**src/rtl/assert_macros.svh**
```systemverilog
// Assertion macros shared by the RTL files that carry checks.
`ifndef ASSERT_MACROS_SVH
`define ASSERT_MACROS_SVH

// Same-cycle implication, sampled on clk, quiet while arst_n is low.
`define ASSERT_IMPL(lbl, ante, cons) \
	lbl: assert property (@(posedge clk) disable iff (!arst_n) (ante) |-> (cons)) \
		else $error("assertion failed");

// Next-cycle implication, sampled on clk, quiet while arst_n is low.
`define ASSERT_NEXT(lbl, ante, cons) \
	lbl: assert property (@(posedge clk) disable iff (!arst_n) (ante) |=> (cons)) \
		else $error("assertion failed");

`endif

```
**src/rtl/rmc_pkg.sv**
```systemverilog
// Shared types, constants and helper functions of the RMC time parser.
package rmc_pkg;

	localparam int LINE_CAPACITY  = 128;
	localparam int FIELD_CAPACITY = 16;
	localparam int LINE_AW        = $clog2(LINE_CAPACITY);
	localparam int FL_W           = $clog2(FIELD_CAPACITY) + 1;
	localparam int TICK_W         = 48;
	localparam int CNT_W          = 32;

	localparam logic [7:0] CH_DOLLAR = 8'h24;
	localparam logic [7:0] CH_COMMA  = 8'h2C;
	localparam logic [7:0] CH_STAR   = 8'h2A;
	localparam logic [7:0] CH_DOT    = 8'h2E;
	localparam logic [7:0] CH_A      = 8'h41;
	localparam logic [7:0] CH_R      = 8'h52;
	localparam logic [7:0] CH_M      = 8'h4D;
	localparam logic [7:0] CH_C      = 8'h43;
	localparam logic [7:0] CH_CR     = 8'h0D;
	localparam logic [7:0] CH_LF     = 8'h0A;

	localparam int YEAR_BASE       = 2000;
	localparam int PREV_ERA_YEAR   = 1600;
	localparam int TICKS_PER_SEC   = 10000;

	// Day offset of the 400-year era start relative to 1970-01-01.
	localparam logic [TICK_W-1:0] DAYS_ERA5 = TICK_W'(5 * 146097 - 719468);
	localparam logic [TICK_W-1:0] DAYS_ERA4 = TICK_W'(4 * 146097 - 719468);

	localparam logic [13:0] MUL_YEAR = 14'd365;
	localparam logic [13:0] MUL_DAY  = 14'd24;
	localparam logic [13:0] MUL_MIN  = 14'd60;
	localparam logic [13:0] MUL_TICK = 14'(TICKS_PER_SEC);

	typedef enum logic [2:0] {
		EV_RMC_OK    = 3'd0,
		EV_CSUM_FAIL = 3'd1,
		EV_OVERFLOW  = 3'd2,
		EV_PPS_LOCK  = 3'd3,
		EV_PPS_REJ   = 3'd4
	} event_t;

	typedef struct packed {
		logic [11:0] year;
		logic [6:0]  month;
		logic [6:0]  day;
		logic [6:0]  hours;
		logic [6:0]  minutes;
		logic [6:0]  seconds;
		logic [9:0]  milliseconds;
		logic        gps_fix;
	} stamp_t;

	typedef struct packed {
		logic               vld;
		logic [LINE_AW-1:0] pos;
		logic [7:0]         data;
	} scan_beat_t;

	typedef struct packed {
		logic   is_rmc;
		logic   csum_ok;
		logic   parse_ok;
		stamp_t stamp;
	} scan_res_t;

	typedef logic [11:0] doy_tab_t [128];

	// Days from March 1 to the first of shifted month mp.
	function automatic doy_tab_t build_doy_tab();
		doy_tab_t t;
		for (int i = 0; i < 128; i++) begin
			t[i] = 12'((153 * i + 2) / 5);
		end
		return t;
	endfunction

	localparam doy_tab_t DOY_TAB = build_doy_tab();

	function automatic logic is_digit(input logic [7:0] c);
		return (c >= 8'h30) && (c <= 8'h39);
	endfunction

	function automatic logic [6:0] digit_pair(input logic [7:0] a, input logic [7:0] b);
		logic [6:0] hi;
		hi = {3'b000, a[3:0]};
		return 7'(hi * 7'd10 + {3'b000, b[3:0]});
	endfunction

	// Bit 4 flags a hex character, bits 3:0 carry its value.
	function automatic logic [4:0] hex_val(input logic [7:0] c);
		logic [4:0] r;
		r = '0;
		if (is_digit(c)) begin
			r = {1'b1, c[3:0]};
		end else if ((c >= 8'h41 && c <= 8'h46) || (c >= 8'h61 && c <= 8'h66)) begin
			r = {1'b1, 4'(c[3:0] + 4'd9)};
		end
		return r;
	endfunction

endpackage

```
**src/rtl/nmea_rmc_pps_time_parser.sv**
```systemverilog
// Top level of the NMEA RMC parser with PPS time discipline.
//
// Input channel (in_valid / in_stall) carries one beat per UART byte
// (cmd = 0, rx_byte) or per PPS edge (cmd = 1). Output channel
// (out_valid / out_stall) carries at most one result beat per input beat.
// in_stall is high whenever the sequencer is not idle.
// Ordinary bytes are written to the line buffer; CR and empty lines give no
// result. A line feed starts a scan of the buffer, one byte per cycle through
// its registered read port. For a line, out_valid rises after the scan and
// check when the checksum fails, and after a conversion in the shared
// multiply-add unit for an accepted sentence. A PPS beat with a valid fix
// gives its result after a conversion; a rejected pulse or an overflowing
// byte goes straight to the emit state. in_stall stays high until the
// result is loaded. A finished result sits in the output register while the
// next bytes are taken; a second result waits in the emit state until the
// receiver drops out_stall. Reset clears the line length, the stored time,
// lock and all counters; the buffer contents need no clearing.
`include "assert_macros.svh"

module nmea_rmc_pps_time_parser (
	input  logic        clk,
	input  logic        arst_n,
	input  logic        in_valid,
	output logic        in_stall,
	input  logic        cmd,
	input  logic [7:0]  rx_byte,
	output logic        out_valid,
	input  logic        out_stall,
	output logic [2:0]  event_res,
	output logic [47:0] unix_time_100us,
	output logic [11:0] year,
	output logic [6:0]  month,
	output logic [6:0]  day,
	output logic [6:0]  hours,
	output logic [6:0]  minutes,
	output logic [6:0]  seconds,
	output logic [9:0]  milliseconds,
	output logic        gps_fix,
	output logic        locked,
	output logic [31:0] event_count
);
	import rmc_pkg::*;

	typedef enum logic [4:0] {
		ST_IDLE  = 5'b00001,
		ST_SCAN  = 5'b00010,
		ST_CHECK = 5'b00100,
		ST_CONV  = 5'b01000,
		ST_EMIT  = 5'b10000
	} state_t;

	state_t             state_q;
	logic [LINE_AW-1:0] len_q, cnt_q;
	logic               iss_done_q;
	logic               vld_s1;
	logic [LINE_AW-1:0] pos_s1;
	event_t             ev_q;
	stamp_t             last_q;
	logic               have_q, lock_q;
	logic [TICK_W-1:0]  unix_q;
	logic [CNT_W-1:0]   cnt_ok_q, cnt_cs_q, cnt_ov_q;

	logic               out_valid_q, out_lock_q;
	event_t             out_ev_q;
	logic [TICK_W-1:0]  out_time_q;
	stamp_t             out_stamp_q;
	logic [CNT_W-1:0]   out_cnt_q;

	logic               acc, is_lf, is_cr, full, wr_en, scan_clr, emit_load;
	logic [7:0]         rd_data;
	scan_beat_t         beat;
	scan_res_t          res;
	logic               conv_go, conv_done;
	stamp_t             conv_stamp;
	logic [TICK_W-1:0]  ticks;

	assign in_stall  = (state_q != ST_IDLE);
	assign acc       = in_valid && !in_stall;
	assign is_lf     = (rx_byte == CH_LF);
	assign is_cr     = (rx_byte == CH_CR);
	assign full      = (len_q == LINE_AW'(LINE_CAPACITY - 1));
	assign wr_en     = acc && !cmd && !is_lf && !is_cr && !full;
	assign scan_clr  = acc && !cmd && is_lf && (len_q != '0);
	assign emit_load = (state_q == ST_EMIT) && (!out_valid_q || !out_stall);

	// A pulse converts the stored stamp; an accepted line converts the fresh one.
	assign conv_go = (acc && cmd && have_q && last_q.gps_fix) ||
		((state_q == ST_CHECK) && res.is_rmc && res.csum_ok && res.parse_ok);
	assign conv_stamp = (state_q == ST_CHECK) ? res.stamp : last_q;

	assign beat = {vld_s1, pos_s1, rd_data};

	rmc_line_buf u_buf (
		.clk     (clk),
		.wr_en   (wr_en),
		.wr_addr (len_q),
		.wr_data (rx_byte),
		.rd_addr (cnt_q),
		.rd_data (rd_data)
	);

	rmc_scan u_scan (
		.clk    (clk),
		.arst_n (arst_n),
		.clr    (scan_clr),
		.beat   (beat),
		.res    (res)
	);

	rmc_tconv u_conv (
		.clk    (clk),
		.arst_n (arst_n),
		.start  (conv_go),
		.pps    (state_q == ST_IDLE),
		.stamp  (conv_stamp),
		.done   (conv_done),
		.ticks  (ticks)
	);

	always_ff @(posedge clk or negedge arst_n) begin
		if (!arst_n) begin
			state_q     <= ST_IDLE;
			len_q       <= '0;
			cnt_q       <= '0;
			iss_done_q  <= 1'b0;
			vld_s1      <= 1'b0;
			ev_q        <= EV_RMC_OK;
			last_q      <= '0;
			have_q      <= 1'b0;
			lock_q      <= 1'b0;
			unix_q      <= '0;
			cnt_ok_q    <= '0;
			cnt_cs_q    <= '0;
			cnt_ov_q    <= '0;
			out_valid_q <= 1'b0;
		end else begin
			vld_s1 <= 1'b0;
			case (state_q)
				ST_IDLE: begin
					if (acc) begin
						if (cmd) begin
							if (have_q && last_q.gps_fix) begin
								state_q <= ST_CONV;
							end else begin
								ev_q    <= EV_PPS_REJ;
								state_q <= ST_EMIT;
							end
						end else if (is_lf) begin
							if (len_q != '0) begin
								cnt_q      <= '0;
								iss_done_q <= 1'b0;
								state_q    <= ST_SCAN;
							end
						end else if (!is_cr) begin
							if (full) begin
								cnt_ov_q <= cnt_ov_q + 1'b1;
								len_q    <= '0;
								ev_q     <= EV_OVERFLOW;
								state_q  <= ST_EMIT;
							end else begin
								len_q <= len_q + 1'b1;
							end
						end
					end
				end
				ST_SCAN: begin
					if (!iss_done_q) begin
						vld_s1 <= 1'b1;
						if (cnt_q == len_q - 1'b1) begin
							iss_done_q <= 1'b1;
						end else begin
							cnt_q <= cnt_q + 1'b1;
						end
					end else if (!vld_s1) begin
						state_q <= ST_CHECK;
					end
				end
				ST_CHECK: begin
					len_q <= '0;
					if (!res.is_rmc) begin
						state_q <= ST_IDLE;
					end else if (!res.csum_ok) begin
						cnt_cs_q <= cnt_cs_q + 1'b1;
						ev_q     <= EV_CSUM_FAIL;
						state_q  <= ST_EMIT;
					end else if (res.parse_ok) begin
						last_q  <= res.stamp;
						have_q  <= 1'b1;
						state_q <= ST_CONV;
					end else begin
						state_q <= ST_IDLE;
					end
				end
				ST_CONV: begin
					if (conv_done) begin
						unix_q <= ticks;
						if (ev_q == EV_PPS_LOCK) begin
							lock_q <= 1'b1;
						end else begin
							cnt_ok_q <= cnt_ok_q + 1'b1;
						end
						state_q <= ST_EMIT;
					end
				end
				ST_EMIT: begin
					if (emit_load) state_q <= ST_IDLE;
				end
				default: state_q <= ST_IDLE;
			endcase

			// The event kind of a conversion is fixed when it starts.
			if (conv_go) begin
				ev_q <= (state_q == ST_IDLE) ? EV_PPS_LOCK : EV_RMC_OK;
			end

			if (emit_load) begin
				out_valid_q <= 1'b1;
			end else if (out_valid_q && !out_stall) begin
				out_valid_q <= 1'b0;
			end
		end
	end

	always_ff @(posedge clk) begin
		pos_s1 <= cnt_q;
		if (emit_load) begin
			out_ev_q    <= ev_q;
			out_time_q  <= unix_q;
			out_stamp_q <= last_q;
			out_lock_q  <= lock_q;
			case (ev_q)
				EV_RMC_OK:    out_cnt_q <= cnt_ok_q;
				EV_CSUM_FAIL: out_cnt_q <= cnt_cs_q;
				EV_OVERFLOW:  out_cnt_q <= cnt_ov_q;
				default:      out_cnt_q <= '0;
			endcase
		end
	end

	assign out_valid       = out_valid_q;
	assign event_res       = out_ev_q;
	assign unix_time_100us = out_time_q;
	assign year            = out_stamp_q.year;
	assign month           = out_stamp_q.month;
	assign day             = out_stamp_q.day;
	assign hours           = out_stamp_q.hours;
	assign minutes         = out_stamp_q.minutes;
	assign seconds         = out_stamp_q.seconds;
	assign milliseconds    = out_stamp_q.milliseconds;
	assign gps_fix         = out_stamp_q.gps_fix;
	assign locked          = out_lock_q;
	assign event_count     = out_cnt_q;

	`ASSERT_IMPL(a_lock_evt, out_valid_q && out_ev_q == EV_PPS_LOCK, out_lock_q)
	`ASSERT_IMPL(a_pps_cnt_zero, out_valid_q && out_ev_q >= EV_PPS_LOCK, out_cnt_q == '0)
	`ASSERT_IMPL(a_rmc_year, out_valid_q && out_ev_q == EV_RMC_OK, year >= 12'(YEAR_BASE))
	`ASSERT_NEXT(a_conv_to_emit, state_q == ST_CONV && conv_done, state_q == ST_EMIT)

endmodule

```
**src/rtl/rmc_line_buf.sv**
```systemverilog
// Line buffer memory: one write port and one registered read port.
module rmc_line_buf (
	input  logic                        clk,
	input  logic                        wr_en,
	input  logic [rmc_pkg::LINE_AW-1:0] wr_addr,
	input  logic [7:0]                  wr_data,
	input  logic [rmc_pkg::LINE_AW-1:0] rd_addr,
	output logic [7:0]                  rd_data
);
	import rmc_pkg::*;

	logic [7:0] line_mem_q [LINE_CAPACITY];
	logic [7:0] rd_data_q;

	always_ff @(posedge clk) begin
		if (wr_en) begin
			line_mem_q[wr_addr] <= wr_data;
		end
		rd_data_q <= line_mem_q[rd_addr];
	end

	assign rd_data = rd_data_q;

endmodule

```
**src/rtl/rmc_scan.sv**
```systemverilog
// Sentence scanner: header, checksum and field extraction, one byte per cycle.
module rmc_scan (
	input  logic                clk,
	input  logic                arst_n,
	input  logic                clr,
	input  rmc_pkg::scan_beat_t beat,
	output rmc_pkg::scan_res_t  res
);
	import rmc_pkg::*;

	localparam logic [3:0] FLD_TIME   = 4'd1;
	localparam logic [3:0] FLD_STATUS = 4'd2;
	localparam logic [3:0] FLD_DATE   = 4'd9;

	logic [3:0]      hdr_q;
	logic            star_q;
	logic [7:0]      xsum_q;
	logic [1:0]      aft_q;
	logic [7:0]      hi_q, lo_q;
	logic [3:0]      cc_q;
	logic            infld_q;
	logic [FL_W-1:0] tl_q, sl_q, dl_q;
	logic            dot_q;
	logic [1:0]      ad_q;
	logic            fix_q;
	logic [7:0]      tdig_q [6];
	logic [7:0]      frac_q [2];
	logic [7:0]      ddig_q [6];

	logic [7:0] c;
	logic       fchar;

	assign c     = beat.data;
	assign fchar = infld_q && (c != CH_COMMA) && (c != CH_STAR);

	always_ff @(posedge clk or negedge arst_n) begin
		if (!arst_n) begin
			hdr_q   <= '0;
			star_q  <= 1'b0;
			xsum_q  <= '0;
			aft_q   <= '0;
			cc_q    <= '0;
			infld_q <= 1'b0;
			tl_q    <= '0;
			sl_q    <= '0;
			dl_q    <= '0;
			dot_q   <= 1'b0;
			ad_q    <= '0;
			fix_q   <= 1'b0;
		end else if (clr) begin
			hdr_q   <= '0;
			star_q  <= 1'b0;
			xsum_q  <= '0;
			aft_q   <= '0;
			cc_q    <= '0;
			infld_q <= 1'b0;
			tl_q    <= '0;
			sl_q    <= '0;
			dl_q    <= '0;
			dot_q   <= 1'b0;
			ad_q    <= '0;
			fix_q   <= 1'b0;
		end else if (beat.vld) begin
			if (beat.pos == LINE_AW'(0)) hdr_q[0] <= (c == CH_DOLLAR);
			if (beat.pos == LINE_AW'(3)) hdr_q[1] <= (c == CH_R);
			if (beat.pos == LINE_AW'(4)) hdr_q[2] <= (c == CH_M);
			if (beat.pos == LINE_AW'(5)) hdr_q[3] <= (c == CH_C);

			// The checksum covers everything between the dollar and the first star.
			if (!star_q) begin
				if (c == CH_STAR) begin
					star_q <= 1'b1;
				end else if (beat.pos != LINE_AW'(0)) begin
					xsum_q <= xsum_q ^ c;
				end
			end else if (aft_q != 2'd2) begin
				aft_q <= aft_q + 2'd1;
			end

			// Commas count fields even after a star; a star only ends the field.
			if (c == CH_COMMA) begin
				if (cc_q != 4'hF) cc_q <= cc_q + 4'd1;
				infld_q <= 1'b1;
			end else if (c == CH_STAR) begin
				infld_q <= 1'b0;
			end else if (fchar) begin
				case (cc_q)
					FLD_TIME: begin
						if (tl_q != '1) tl_q <= tl_q + 1'b1;
						if (!dot_q && c == CH_DOT) begin
							dot_q <= 1'b1;
						end else if (dot_q) begin
							if (ad_q != 2'd3) ad_q <= ad_q + 2'd1;
						end
					end
					FLD_STATUS: begin
						if (sl_q == '0) fix_q <= (c == CH_A);
						if (sl_q != '1) sl_q <= sl_q + 1'b1;
					end
					FLD_DATE: begin
						if (dl_q != '1) dl_q <= dl_q + 1'b1;
					end
					default: ;
				endcase
			end
		end
	end

	always_ff @(posedge clk) begin
		if (beat.vld && star_q) begin
			if (aft_q == 2'd0) hi_q <= c;
			if (aft_q == 2'd1) lo_q <= c;
		end
		if (!clr && beat.vld && fchar) begin
			if (cc_q == FLD_TIME) begin
				if (tl_q < FL_W'(6)) tdig_q[tl_q[2:0]] <= c;
				if (dot_q && ad_q < 2'd2) frac_q[ad_q[0]] <= c;
			end
			if (cc_q == FLD_DATE && dl_q < FL_W'(6)) ddig_q[dl_q[2:0]] <= c;
		end
	end

	logic [4:0] hv, lv;
	logic       frac_use, time_dig, date_dig, frac_dig;

	always_comb begin
		hv       = hex_val(hi_q);
		lv       = hex_val(lo_q);
		frac_use = dot_q && (ad_q >= 2'd2);
		time_dig = 1'b1;
		date_dig = 1'b1;
		for (int i = 0; i < 6; i++) begin
			time_dig = time_dig & is_digit(tdig_q[i]);
			date_dig = date_dig & is_digit(ddig_q[i]);
		end
		frac_dig = is_digit(frac_q[0]) && is_digit(frac_q[1]);

		res.is_rmc   = &hdr_q;
		res.csum_ok  = star_q && (aft_q == 2'd2) && hv[4] && lv[4] &&
			(xsum_q == {hv[3:0], lv[3:0]});
		res.parse_ok = (cc_q >= FLD_DATE) && (tl_q >= FL_W'(6)) &&
			(tl_q < FL_W'(FIELD_CAPACITY)) && (sl_q < FL_W'(FIELD_CAPACITY)) &&
			(dl_q == FL_W'(6)) && time_dig && date_dig && (!frac_use || frac_dig);

		res.stamp.hours        = digit_pair(tdig_q[0], tdig_q[1]);
		res.stamp.minutes      = digit_pair(tdig_q[2], tdig_q[3]);
		res.stamp.seconds      = digit_pair(tdig_q[4], tdig_q[5]);
		res.stamp.milliseconds = frac_use ?
			10'({3'b000, digit_pair(frac_q[0], frac_q[1])} * 10'd10) : 10'd0;
		res.stamp.day          = digit_pair(ddig_q[0], ddig_q[1]);
		res.stamp.month        = digit_pair(ddig_q[2], ddig_q[3]);
		res.stamp.year         = 12'(YEAR_BASE) + {5'b00000, digit_pair(ddig_q[4], ddig_q[5])};
		res.stamp.gps_fix      = (sl_q != '0) && fix_q;
	end

endmodule

```
**src/rtl/rmc_tconv.sv**
```systemverilog
// Date and time to Unix ticks: one shared multiply-add unit stepped five times.
module rmc_tconv (
	input  logic                       clk,
	input  logic                       arst_n,
	input  logic                       start,
	input  logic                       pps,
	input  rmc_pkg::stamp_t            stamp,
	output logic                       done,
	output logic [rmc_pkg::TICK_W-1:0] ticks
);
	import rmc_pkg::*;

	typedef enum logic [4:0] {
		STEP_DAYS    = 5'b00001,
		STEP_HOURS   = 5'b00010,
		STEP_MINUTES = 5'b00100,
		STEP_SECONDS = 5'b01000,
		STEP_TICKS   = 5'b10000
	} step_t;

	step_t             step_q;
	logic              busy_q, done_q, pps_q;
	logic [TICK_W-1:0] acc_q, dadd_q;

	// Setup of the day count: shifted year and month, era offset and day of era.
	logic              month_le2, era5;
	logic [11:0]       y;
	logic [8:0]        yoe;
	logic [6:0]        mp;
	logic [1:0]        c100;
	logic [TICK_W-1:0] dadd;

	always_comb begin
		month_le2 = (stamp.month <= 7'd2);
		y         = stamp.year - {11'd0, month_le2};
		era5      = (y >= 12'(YEAR_BASE));
		yoe       = era5 ? 9'(y - 12'(YEAR_BASE)) : 9'(y - 12'(PREV_ERA_YEAR));
		mp        = month_le2 ? 7'(stamp.month + 7'd9) : 7'(stamp.month - 7'd3);
		if (yoe >= 9'd300)      c100 = 2'd3;
		else if (yoe >= 9'd200) c100 = 2'd2;
		else if (yoe >= 9'd100) c100 = 2'd1;
		else                    c100 = 2'd0;
		dadd = (era5 ? DAYS_ERA5 : DAYS_ERA4) + TICK_W'(yoe >> 2) - TICK_W'(c100) +
			TICK_W'(DOY_TAB[mp]) + TICK_W'(stamp.day) - TICK_W'(1);
	end

	logic [13:0]         mul_c;
	logic [TICK_W-1:0]   add_c;
	logic [TICK_W+13:0]  prod;

	always_comb begin
		case (step_q)
			STEP_DAYS: begin
				mul_c = MUL_YEAR;
				add_c = dadd_q;
			end
			STEP_HOURS: begin
				mul_c = MUL_DAY;
				add_c = TICK_W'(stamp.hours);
			end
			STEP_MINUTES: begin
				mul_c = MUL_MIN;
				add_c = TICK_W'(stamp.minutes);
			end
			STEP_SECONDS: begin
				mul_c = MUL_MIN;
				add_c = TICK_W'(stamp.seconds);
			end
			default: begin
				mul_c = MUL_TICK;
				// A pulse lands on the next whole second, dropping the fraction.
				add_c = pps_q ? TICK_W'(TICKS_PER_SEC) :
					TICK_W'({4'd0, stamp.milliseconds} * 14'd10);
			end
		endcase
		prod = (TICK_W + 14)'(acc_q) * (TICK_W + 14)'(mul_c);
	end

	always_ff @(posedge clk or negedge arst_n) begin
		if (!arst_n) begin
			busy_q <= 1'b0;
			done_q <= 1'b0;
			step_q <= STEP_DAYS;
		end else begin
			done_q <= 1'b0;
			if (start) begin
				busy_q <= 1'b1;
				step_q <= STEP_DAYS;
			end else if (busy_q) begin
				case (step_q)
					STEP_DAYS:    step_q <= STEP_HOURS;
					STEP_HOURS:   step_q <= STEP_MINUTES;
					STEP_MINUTES: step_q <= STEP_SECONDS;
					STEP_SECONDS: step_q <= STEP_TICKS;
					default: begin
						busy_q <= 1'b0;
						done_q <= 1'b1;
					end
				endcase
			end
		end
	end

	always_ff @(posedge clk) begin
		if (start) begin
			acc_q  <= TICK_W'(yoe);
			dadd_q <= dadd;
			pps_q  <= pps;
		end else if (busy_q) begin
			acc_q <= prod[TICK_W-1:0] + add_c;
		end
	end

	assign done  = done_q;
	assign ticks = acc_q;

endmodule
```
**config.mk**
```make
export PLATFORM = sky130hd
export DESIGN_NAME = nmea_rmc_pps_time_parser
export DESIGN_NICKNAME = d
export VERILOG_FILES = /design/src/rtl/rmc_pkg.sv /design/src/rtl/nmea_rmc_pps_time_parser.sv /design/src/rtl/rmc_line_buf.sv /design/src/rtl/rmc_scan.sv /design/src/rtl/rmc_tconv.sv
export VERILOG_INCLUDE_DIRS = /design/src /design/src/rtl
export SDC_FILE = /design/constraint.sdc
export NUM_CORES = 2
export LEC_CHECK = 0
export BUFFER_PORTS_ARGS = -buffer_cell sky130_fd_sc_hd__buf_2
export CORE_UTILIZATION = 38
export DETAILED_ROUTE_END_ITERATION = 10
export PLACE_DENSITY = 0.54
export RECOVER_POWER = 100
export SYNTH_ARGS = -nofsm -noshare
export SYNTH_HDL_FRONTEND = slang
export SYNTH_SLANG_ARGS = --single-unit
```
**constraint.sdc**
```tcl
create_clock -name clk -period 17.5 [get_ports clk]
set_clock_uncertainty 0.15 [all_clocks]
set_input_delay 0.875 -clock clk [delete_from_list [all_inputs] [get_ports clk]]
set_output_delay 0.875 -clock clk [all_outputs]
set_load 0.02 [all_outputs]
```
==> results.sh <==
export IMPL_ys_flop_type="edfxtp_1"
export IMPL_hold_viol=0
export IMPL_vias=48400
export IMPL_fin_crit_sh_pct=80.5
export IMPL_fin_area_um2=94700
export IMPL_power_density_nw_per_um2=98.2
export IMPL_min_to="out_valid"
export IMPL_grt_max_degree=150
export IMPL_rsz0062_at_grt="no"
export IMPL_cts_root_buf="clkbuf_16"
export IMPL_first_pass_iters=5
export IMPL_ys_async_sr_fraction_pct=16.5
export IMPL_ant_nets=0
export IMPL_drtIter0Drc=3831
export IMPL_tightest_slew_ps=9730
export IMPL_cp_slowest_cell="clkbuf_1"
export IMPL_routed_via_density=5.26
export IMPL_max_freq_mhz=71.0
export IMPL_yosysMostFrequentCell="edfxtp_1"
export IMPL_worstReg2RegEnd="u_conv.ticks[46]"
export IMPL_grt_antenna_before_repair=7
export IMPL_drv_cap=46
export IMPL_post_cts_resized=0
export IMPL_min_from="out_stall"
export IMPL_numCtsBuffers=180
export IMPL_peakVddDrop_uv=91.8
export IMPL_crit_path_frequent_cell="fa_1"
export IMPL_clock_latency_ps=820
export IMPL_num_io_pins=157
export IMPL_yosys_area_top_type="edfxtp_1"
export IMPL_synth_cell_type_count=94
export IMPL_yosysWarnings=0
export IMPL_cts_setup_buffers=0
export IMPL_multiInputGateArea_um2=34300
export IMPL_relSlewSlack_pct=-548
export IMPL_synth_common_cells="edfxtp_1 (1,322), inv_1 (496), nand2_1 (456), nor2_1 (428), fa_1 (381)"
export IMPL_cp_startpoint="u_conv.step_q[0]"
export IMPL_die_area_um2=225000
export IMPL_status="finished with violations"
export IMPL_grt_pass1_wl_mm=322
export IMPL_crit_path_start_kind="flip-flop"
export IMPL_rrSetupSlack_ps=3410
export IMPL_clkSlewWorstSetupHoldPaths_ps=60
export IMPL_cts_sinks=1648
export IMPL_fin_crit_ps=14090
export IMPL_setup_tns_ps=0
export IMPL_gp_congestion=0.854
export IMPL_grt_overflow=0
export IMPL_port_buffers=155
export IMPL_failed_checks="capacitance limit, slew limit"
export IMPL_cts_tree="built"
export IMPL_end_kind="flip-flop"
export IMPL_syn_area_per_cell_um2=14.3
export IMPL_fill_cells=20000
export IMPL_start_util_pct=38.4
export IMPL_area_growth_pct=11.9
export IMPL_critPathMaxStageDelay_ps=1810
export IMPL_rows=172
export IMPL_drive_gt1_share_pct=12.1
export IMPL_wl_per_cell_um=23.1
export IMPL_wl_mm=213
export IMPL_required_ps=18050
export IMPL_worstReg2RegStart="u_conv.step_q[0]"
export IMPL_drcViolationCount=0
export IMPL_ys_seq_area_share_pct=56.2
export IMPL_coreArea_um2=221000
export IMPL_cts_max_level=4
export IMPL_synth_edf_count=1322
export IMPL_critical_path_arrival_ps=14650
export IMPL_cts_buffer_depth=3
export IMPL_synth_nets=6657
export IMPL_grtUsageTotal_pct=19.1
export IMPL_fin_cells=9201
export IMPL_grt_pass1_vias=50100
export IMPL_placed_cell_area_um2=89000
export IMPL_p_leak_nw=35.8
export IMPL_crit_fanout=57
export IMPL_die_w_um=474
export IMPL_dp_cells=8862
export IMPL_total_power_w=0.00930
export IMPL_dp_hpwl_mm=144
export IMPL_path_class="flip-flop to flip-flop"
export IMPL_cts_hold_buf=1
export IMPL_final_setup_viol_count=0
export IMPL_syn_inst=5910
export IMPL_holdWs_ps=251
export IMPL_hold_path_depth=3
export IMPL_die_h_um=474
export IMPL_synth_area_leaders="edfxtp_1 (47%), fa_1 (9.0%), mux4_2 (9.0%)"
export IMPL_layout_nets=6834
export IMPL_netlist_area_um2=84700
export IMPL_regArea_um2=47600
export IMPL_ys_ff_latch=1648
export IMPL_slew_violations=2326
export IMPL_r2r_cells=27
export IMPL_min_path_type="input pin to flip-flop"
export IMPL_synth_top_area_share_pct=46.9
stage by stage:
step | utilization, % | worst slack (ps)
floorplan | - | 7350
global placement | 40.3 | 5940
detailed placement | 40.3 | 5910
CTS | 43.2 | 5840
global route | 42.9 | 2530
finish | 42.9 | 3410
cell type report:
type / instances / area share, %
flip-flops and latches: 1648 / 50.3
multi-input cells: 3515 / 36.2
clock buffers: 225 / 5.09
well taps: 2958 / 3.91
inverters: 498 / 1.98
clock inverters: 110 / 1.44
repair buffers: 244 / 1.11
diodes: 3 / 0.00793
registers in the layout, summed over array words and instances (netlist names), 10 cells and up:
| name | cells |
|---|---|
| cnt_cs_q | 32 |
| cnt_ok_q | 32 |
| cnt_ov_q | 32 |
| event_count | 32 |
| last_q | 55 |
| u_buf.line_mem_q | 1024 |
| u_conv.dadd_q | 21 |
| u_conv.ticks | 48 |
| u_scan.ddig_q | 48 |
| u_scan.frac_q | 16 |
| u_scan.tdig_q | 48 |
| unix_q | 48 |
| unix_time_100us | 48 |
| year | 10 |
report_power, final:
part	internal [W]	total (W)	switching, W
clock	0.00232	0.00395	0.00163
combinational	0.000350	0.000896	0.000546
sequential	0.00438	0.00446	0.0000829
layout by cell type (no fill, tap or decap), drive strengths merged, types with 26 or more instances in the layout:
cell,count
nor2b,37
and3,137
mux2i,81
mux2,80
and2,55
clkinv,73
o21ai,142
clkbuf,431
fa,381
buf,37
nor4,26
dfxtp,54
edfxtp,1322
a21o,51
nor2,429
nand3,79
nor3,47
dfrtp,270
ha,353
xor2,94
xnor2,176
a21oi,188
nand2,456
nand4,43
inv,503
a211oi,31
mux4,338
worst max-delay path by stage:
stage	end	slack (ps)
final	u_conv.ticks[46]	3410
after global routing	u_conv.ticks[40]	2530
after CTS	u_conv.ticks[46]	5840
after detailed placement	u_conv.ticks[46]	5910
after global placement	u_conv.ticks[46]	5940
after floorplan	u_conv.ticks[46]	7350
logic make-up after synthesis:
family                     after synthesis  synth area share, %
DFF                                   1648                 56.2
and+or+nand+nor                       1419                 7.92
buffers and inverters                  747                 3.34
adders and majority gates              735                 14.2
AOI/OAI and AO/OA                      588                 4.37
muxes                                  499                 11.0
xor gates and xnor gates               273                 2.90
other                                    1              0.00443
worst max-delay path: cells and delay by family, from the launching register on:
kind | cells | cell delay [ps]
buf+inv | 6 | 4240
fa+ha+maj | 7 | 3370
compound gates | 9 | 2790
simple gates | 4 | 2450
flops | 1 | 550
mux | 1 | 360
per-layer routing:
layer | part of all wire (%) | routed length [µm] | track usage (%)
met5 | 0.0052 | 11 | 0
met4 | 3.1 | 6560 | 6.09
met3 | 5.1 | 10700 | 3.26
met2 | 47 | 101000 | 30.7
met1 | 44 | 94300 | 26.3
Note: power is estimated with default switching activity, not from simulation.
